==> src/hdl/ffdc_pkg.sv <==
// Shared constants, types and codes for the face flux divergence correction core.
// No dependencies; imported by ffdc_corr_unit and the top level.
`default_nettype none

package ffdc_pkg;

    // Store geometry
    localparam int CELL_COUNT = 4096;
    localparam int SUM_WIDTH  = 40;
    localparam int ADDR_W     = (CELL_COUNT > 1) ? $clog2(CELL_COUNT) : 1;

    // Fixed field widths
    localparam int CELL_IDX_W = 12;
    localparam int VAL_W      = 32;

    // Product accumulator: |sum| * |val| * |scal| plus the rounding half
    localparam int ACC_W = SUM_WIDTH + 64;

    // Request function codes
    localparam logic [1:0] FUNC_INTERNAL  = 2'd0;
    localparam logic [1:0] FUNC_BOUNDARY  = 2'd1;
    localparam logic [1:0] FUNC_PROCESSOR = 2'd2;
    localparam logic [1:0] FUNC_READOUT   = 2'd3;

    // Operands handed to the correction unit
    typedef struct packed {
        logic [SUM_WIDTH-1:0] a_mag;     // magnitude of the cell sum
        logic                 neg;       // sign of the full product
        logic [VAL_W-1:0]     val_mag;   // magnitude of the cell value
        logic [VAL_W-1:0]     scal_mag;  // magnitude of the cell scaling
        logic [VAL_W-1:0]     prior;     // prior result, two's complement
    } t_corr_req;

    // Response from the correction unit
    typedef struct packed {
        logic             done;
        logic [VAL_W-1:0] result;
    } t_corr_rsp;

endpackage

`default_nettype wire

==> src/hdl/ffdc_corr_unit.sv <==
// Readout correction: prior - round(sum * value * scaling), saturated to 32 bits.
// One shared 32x32 multiplier stepped over partial products; uses ffdc_pkg.
`default_nettype none

module ffdc_corr_unit (
    input  wire logic                i_clk,
    input  wire logic                i_rst_n,
    input  wire logic                i_start,
    input  wire ffdc_pkg::t_corr_req i_req,
    output ffdc_pkg::t_corr_rsp      o_rsp
);
    import ffdc_pkg::*;

    localparam logic [1:0] C_IDLE = 2'd0;
    localparam logic [1:0] C_MULB = 2'd1;
    localparam logic [1:0] C_PART = 2'd2;
    localparam logic [1:0] C_FIN  = 2'd3;

    localparam logic [2:0] LAST_STEP = 3'd4;

    logic [1:0]       r_state, n_state;
    logic [2:0]       r_step;
    t_corr_req        r_req;
    logic [63:0]      r_b;
    logic [63:0]      r_pp;
    logic [1:0]       r_pp_sh;
    logic [ACC_W-1:0] r_acc;
    logic             r_done;
    logic [VAL_W-1:0] r_result;

    logic [63:0]      a_ext;
    logic [31:0]      op_x, op_y;
    logic [1:0]       sh_sel;
    logic [63:0]      mul_out;
    logic [ACC_W-1:0] pp_shifted;
    logic             ovf;
    logic [31:0]      p_mag;
    logic signed [33:0] prior_ext, p_ext, diff;
    logic [VAL_W-1:0] sat_result;

    assign a_ext = 64'(r_req.a_mag);

    // Select multiplier operands: value x scaling first, then the four partials
    always_comb begin
        op_x   = r_req.val_mag;
        op_y   = r_req.scal_mag;
        sh_sel = 2'd0;
        if (r_state == C_PART) begin
            case (r_step[1:0])
                2'd0: begin
                    op_x = a_ext[31:0];  op_y = r_b[31:0];  sh_sel = 2'd0;
                end
                2'd1: begin
                    op_x = a_ext[31:0];  op_y = r_b[63:32]; sh_sel = 2'd1;
                end
                2'd2: begin
                    op_x = a_ext[63:32]; op_y = r_b[31:0];  sh_sel = 2'd1;
                end
                default: begin
                    op_x = a_ext[63:32]; op_y = r_b[63:32]; sh_sel = 2'd2;
                end
            endcase
        end
    end

    assign mul_out = op_x * op_y;

    // Align the registered partial product to its word position
    always_comb begin
        case (r_pp_sh)
            2'd0:    pp_shifted = ACC_W'(r_pp);
            2'd1:    pp_shifted = ACC_W'(r_pp) << 32;
            default: pp_shifted = ACC_W'(r_pp) << 64;
        endcase
    end

    // Saturate: product beyond Q16.16 range, then the final subtract
    assign ovf       = |r_acc[ACC_W-1:64];
    assign p_mag     = r_acc[63:32];
    assign prior_ext = 34'($signed(r_req.prior));
    assign p_ext     = $signed({2'b00, p_mag});
    assign diff      = r_req.neg ? (prior_ext + p_ext) : (prior_ext - p_ext);

    always_comb begin
        if (ovf) begin
            sat_result = r_req.neg ? 32'h7FFF_FFFF : 32'h8000_0000;
        end else if (diff[33:31] == 3'b000 || diff[33:31] == 3'b111) begin
            sat_result = diff[31:0];
        end else begin
            sat_result = diff[33] ? 32'h8000_0000 : 32'h7FFF_FFFF;
        end
    end

    // Sequence: latch, value x scaling, four partial products, finish
    always_comb begin
        n_state = r_state;
        case (r_state)
            C_IDLE: if (i_start) n_state = C_MULB;
            C_MULB: n_state = C_PART;
            C_PART: if (r_step == LAST_STEP) n_state = C_FIN;
            C_FIN:  n_state = C_IDLE;
            default: n_state = C_IDLE;
        endcase
    end

    always_ff @(posedge i_clk) begin
        if (!i_rst_n) begin
            r_state <= C_IDLE;
            r_done  <= 1'b0;
        end else begin
            r_state <= n_state;
            r_done  <= (r_state == C_FIN);
        end
    end

    // Datapath registers
    always_ff @(posedge i_clk) begin
        case (r_state)
            C_IDLE: begin
                if (i_start) r_req <= i_req;
            end
            C_MULB: begin
                r_b    <= mul_out;
                r_acc  <= ACC_W'(1) << 31;
                r_step <= 3'd0;
            end
            C_PART: begin
                if (r_step != 3'd0) r_acc <= r_acc + pp_shifted;
                if (r_step != LAST_STEP) begin
                    r_pp    <= mul_out;
                    r_pp_sh <= sh_sel;
                end
                r_step <= r_step + 3'd1;
            end
            C_FIN: begin
                r_result <= sat_result;
            end
            default: begin
            end
        endcase
    end

    assign o_rsp.done   = r_done;
    assign o_rsp.result = r_result;

endmodule

`default_nettype wire

==> config.mk <==
export PLATFORM = sky130hd
export DESIGN_NAME = ffdc_corr_unit
export DESIGN_NICKNAME = d
export VERILOG_FILES = /design/src/hdl/ffdc_pkg.sv /design/src/hdl/ffdc_corr_unit.sv
export SDC_FILE = /design/constraint.sdc
export NUM_CORES = 2
export LEC_CHECK = 0
export BUFFER_PORTS_ARGS = -buffer_cell sky130_fd_sc_hd__buf_2
export CAP_MARGIN = 20
export CELL_PAD_IN_SITES_DETAIL_PLACEMENT = 0
export CELL_PAD_IN_SITES_GLOBAL_PLACEMENT = 1
export CORE_ASPECT_RATIO = 0.8
export CORE_MARGIN = 1
export CORE_UTILIZATION = 55
export DETAILED_ROUTE_END_ITERATION = 10
export PLACE_DENSITY = 0.9
export SYNTH_ARGS = -nofsm -noshare
export SYNTH_HDL_FRONTEND = slang
export SYNTH_SLANG_ARGS = --single-unit
==> constraint.sdc <==
create_clock -name i_clk -period 15.37 [get_ports i_clk]
set_input_delay 0 -clock i_clk [delete_from_list [all_inputs] [get_ports i_clk]]
set_output_delay 0 -clock i_clk [all_outputs]
set_load 0.03 [all_outputs]
==> run_results.csv <==
group,metric,value,unit
cts,max_h_tree_level,2,
floorplanning,floorplan.initialDensity,0.558,
sta,timing.max_slew.rel_slack,0.175,
cts,tritoncts_clock_tree,"built",
cts,clock_insertion_delay_worst_skew,0.66,ns
cells_and_area,n_fill_cell,8445,
logic_synthesis,syn_avg_cell_area,9.38,µm²
logic_synthesis,synthesis.yosys.warnings,0,
sta,fmax,87.2,MHz
run,cap_violations,0,
logic_synthesis,synth.net_count,7453,
detailed_routing,num_vias,46125,
placement,routabilityCongestion,0.977,
grt,vias_in_the_first_global_route,46139,
setup_path,setup.worst_path.end,"r_b[62]",
logic_synthesis,synth.lib_cells_used.distinct,91,
setup_path,cpMaxStageDelayCell,"sky130_fd_sc_hd__buf_4",
grt,grt_pass1_wl,290000,µm
placement,dp_hpwl,152000,µm
sta,unrepaired_setup_endpoints_after_global_routing,"false",
floorplanning,ioPinCount,173,
logic_synthesis,mappedNetlistArea,0.0564,mm²
sta,hold_viol_final,0,
setup_path,arrival,11.84,ns
logic_synthesis,synth_cells,6007,
cts,tritoncts.num_buffers,47,
floorplanning,rows,104,
cts,clkSlewWorstSetupHoldPaths,0.06,ns
cells_and_area,ff_latch_area,0.0123,mm²
detailed_routing,drt-total-wl,194000,µm
setup_path,setup.worst_path.class,"flop to flop",
setup_path,critical_path_data_required_time,15.74,ns
cells_and_area,multi_input_area,0.0397,mm²
hold_path,holdCritPathClass,"input pin to flop",
floorplanning,core-area,0.101,mm²
grt,antenna_violations_before_repair,9,
setup_path,most_used_cell_along_the_critical_path,"sky130_fd_sc_hd__fa_1",
setup_path,cp_slowest_stage_delay,0.74,ns
cts,clock_sinks,409,
sta,timing.final.crit_share,0.746,
cells_and_area,final_nets,7641,
floorplanning,fp.dieW,360,µm
placement,dpl_ws,4.27,ns
detailed_routing,post-route-drc-count,0,
sta,final-max-slew-violation-count,0,
cells_and_area,layout-drive-gt1-share,0.0735,
logic_synthesis,sequential_to_total_area_share_from_yosys_stat,0.217,
logic_synthesis,post-synth-top-area-cell,"sky130_fd_sc_hd__fa_1",
detailed_routing,drt-vias-per-instance,6.10,
setup_path,critPathLaunch,"r_step[0]",
sta,fin_crit,11.47,ns
setup_path,crit_path_start_kind,"flop",
setup_path,rr_startpoint,"r_step[0]",
detailed_routing,first_pass_iters,6,
sta,worst_clock_skew,0.0461,ns
sta,fin_tns_setup,0,ns
grt,grt.overflow.total,0,
logic_synthesis,synth_commonest_cells,"sky130_fd_sc_hd__inv_1, sky130_fd_sc_hd__fa_1, sky130_fd_sc_hd__nor2_1",
floorplanning,dieArea,0.104,mm²
floorplanning,die_h,288,µm
run_status,status,"completed",
cts,cts.root.buffer_cell,"sky130_fd_sc_hd__clkbuf_16",
sta,worst_hold_slack,0.0573,ns
setup_path,timing.critical_path.to_type,"flop",
setup_path,reg2reg_slack,3.90,ns
setup_path,r2r-end,"r_b[62]",
placement,io_buffer_count,172,
grt,groute.usage.overall,0.378,
sta,tightestPinTransition,1.24,ns
detailed_routing,detail_route.wl_per_cell,25.6,µm
logic_synthesis,postSynth.topFlopCell,"sky130_fd_sc_hd__edfxtp_1",
sta,fin_ws,3.90,ns
cells_and_area,syn_to_layout_area_delta,9.90,%
setup_path,timing.critical_path.fanout_max,52,
logic_synthesis,synthMostInstantiatedCell,"sky130_fd_sc_hd__inv_1",
detailed_routing,final_antenna_net_count,0,
detailed_routing,detail_route.iter0.violations,5232,
logic_synthesis,fraction_of_registers_with_async_set_or_reset_after_synthesis,0,
logic_synthesis,synth.ff_latch_count,409,
cts,clk_path_buf_depth,3,
logic_synthesis,ys_top_cells_by_area,"sky130_fd_sc_hd__fa_1, sky130_fd_sc_hd__edfxtp_1, sky130_fd_sc_hd__ha_1",
grt,grt_max_degree,92,
logic_synthesis,yosys.area.top_type_share,0.319,
setup_path,r2r_cells,30,
logic_synthesis,synth_enable_flop_cells,406,
sta,setup_violations,0,
## area by class of cell
| cell class | instances | area share |
|---|---|---|
| multi-input combinational | 4376 | 0.641 |
| sequential | 409 | 0.198 |
| inverter | 930 | 0.0564 |
| timing repair buffer | 431 | 0.0514 |
| tap | 1325 | 0.0268 |
| clock buffer | 49 | 0.0191 |
| clock inverter | 39 | 0.00715 |
| antenna | 4 | 0.000162 |
## layout by cell type (no fill, tap or decap), types with 14 or more instances in the layout
master / Yosys / layout
sky130_fd_sc_hd__mux2i_1: 77 / 77
sky130_fd_sc_hd__dlygate4sd3_1: 0 / 140
sky130_fd_sc_hd__nand3_1: 31 / 31
sky130_fd_sc_hd__and3_1: 15 / 15
sky130_fd_sc_hd__edfxtp_1: 406 / 406
sky130_fd_sc_hd__a21o_1: 128 / 128
sky130_fd_sc_hd__buf_2: 12 / 172
sky130_fd_sc_hd__xor2_1: 104 / 104
sky130_fd_sc_hd__inv_1: 930 / 929
sky130_fd_sc_hd__nand2b_1: 25 / 25
sky130_fd_sc_hd__o31ai_1: 14 / 14
sky130_fd_sc_hd__clkbuf_16: 0 / 47
sky130_fd_sc_hd__and2_1: 65 / 64
sky130_fd_sc_hd__a22o_1: 32 / 32
sky130_fd_sc_hd__buf_4: 1 / 117
sky130_fd_sc_hd__fa_1: 898 / 898
sky130_fd_sc_hd__nor2b_1: 21 / 20
sky130_fd_sc_hd__a21oi_1: 305 / 295
sky130_fd_sc_hd__nor3_1: 52 / 52
sky130_fd_sc_hd__nor4_1: 23 / 23
sky130_fd_sc_hd__nand4_1: 63 / 63
sky130_fd_sc_hd__a31oi_1: 25 / 25
sky130_fd_sc_hd__ha_1: 408 / 405
sky130_fd_sc_hd__xnor2_1: 111 / 111
sky130_fd_sc_hd__nor2_1: 889 / 887
sky130_fd_sc_hd__or3_1: 17 / 17
sky130_fd_sc_hd__nand2_1: 639 / 639
sky130_fd_sc_hd__o21bai_1: 46 / 46
sky130_fd_sc_hd__o2bb2ai_1: 24 / 17
sky130_fd_sc_hd__o21ai_0: 156 / 156
sky130_fd_sc_hd__o21a_1: 18 / 18
## cell families after synthesis
group	Yosys count	synth area share
simple gates	1872	0.139
fa+ha+maj	1306	0.409
flops	409	0.217
mux	78	0.0139
buf+inv	1222	0.0825
xor+xnor	216	0.0337
compound gates	904	0.104
## per-stage QoR
step,cells,area (µm²),utilization
final,7563,62000,0.613
after global routing,7559,61900,0.613
after CTS,7557,61900,0.612
after detailed placement,7329,58900,0.582
after global placement,7328,58900,0.582
after floorplan,6007,56400,-
## worst min-delay path by stage
stage / startpoint / end / slack (ns) / cells after the start
6_report: i_req[80] / r_req[80] / 0.06 / 2
5_1_grt: i_req[119] / a_ext[22] / 0.05 / 2
4_1_cts: i_req[121] / a_ext[24] / 0.04 / 2
3_5_place_dp: i_req[103] / a_ext[6] / 0.18 / 1
3_3_place_gp: i_req[44] / r_req[44] / 0.18 / 1
2_1_floorplan: i_req[97] / a_ext[0] / 0.1 / 0
## routing by layer
layer | up-vias | global-route usage | wire [µm]
met2 | 2856 | 0.521 | 77300
met1 | 23060 | 0.552 | 80100
met3 | 457 | 0.139 | 29400
li1 | 19742 | - | -
met4 | 10 | 0.118 | 6870
met5 | - | 0 | 64
## sequential cells by signal, summed over array words and instances (netlist names)
signal,flops
a_ext,40
prior_ext,32
r_acc,104
r_b,64
r_done,1
r_pp,64
r_pp_sh,2
r_req,65
r_result,32
r_state,2
r_step,3
## worst max-delay path: cells and delay by family, from the launching register on
family | cells | cell delay, ns
AOI/OAI and AO/OA | 9 | 2.80
xor gates and xnor gates | 1 | 0.20
adders and majority gates | 10 | 4.55
buffers and inverters | 5 | 1.41
DFF | 1 | 0.40
muxes | 1 | 0.62
and+or+nand+nor | 4 | 1.16
## repair_timing
item                      in CTS  in global routing
hold endpoints to repair     152                  0
resized for setup              0                  0
hold buffers                 140                  0
setup buffers                  0                  0
Power is left out: the tool's default activity adds up to more than one toggle a clock period on the data nets, which glitch-free logic cannot reach.
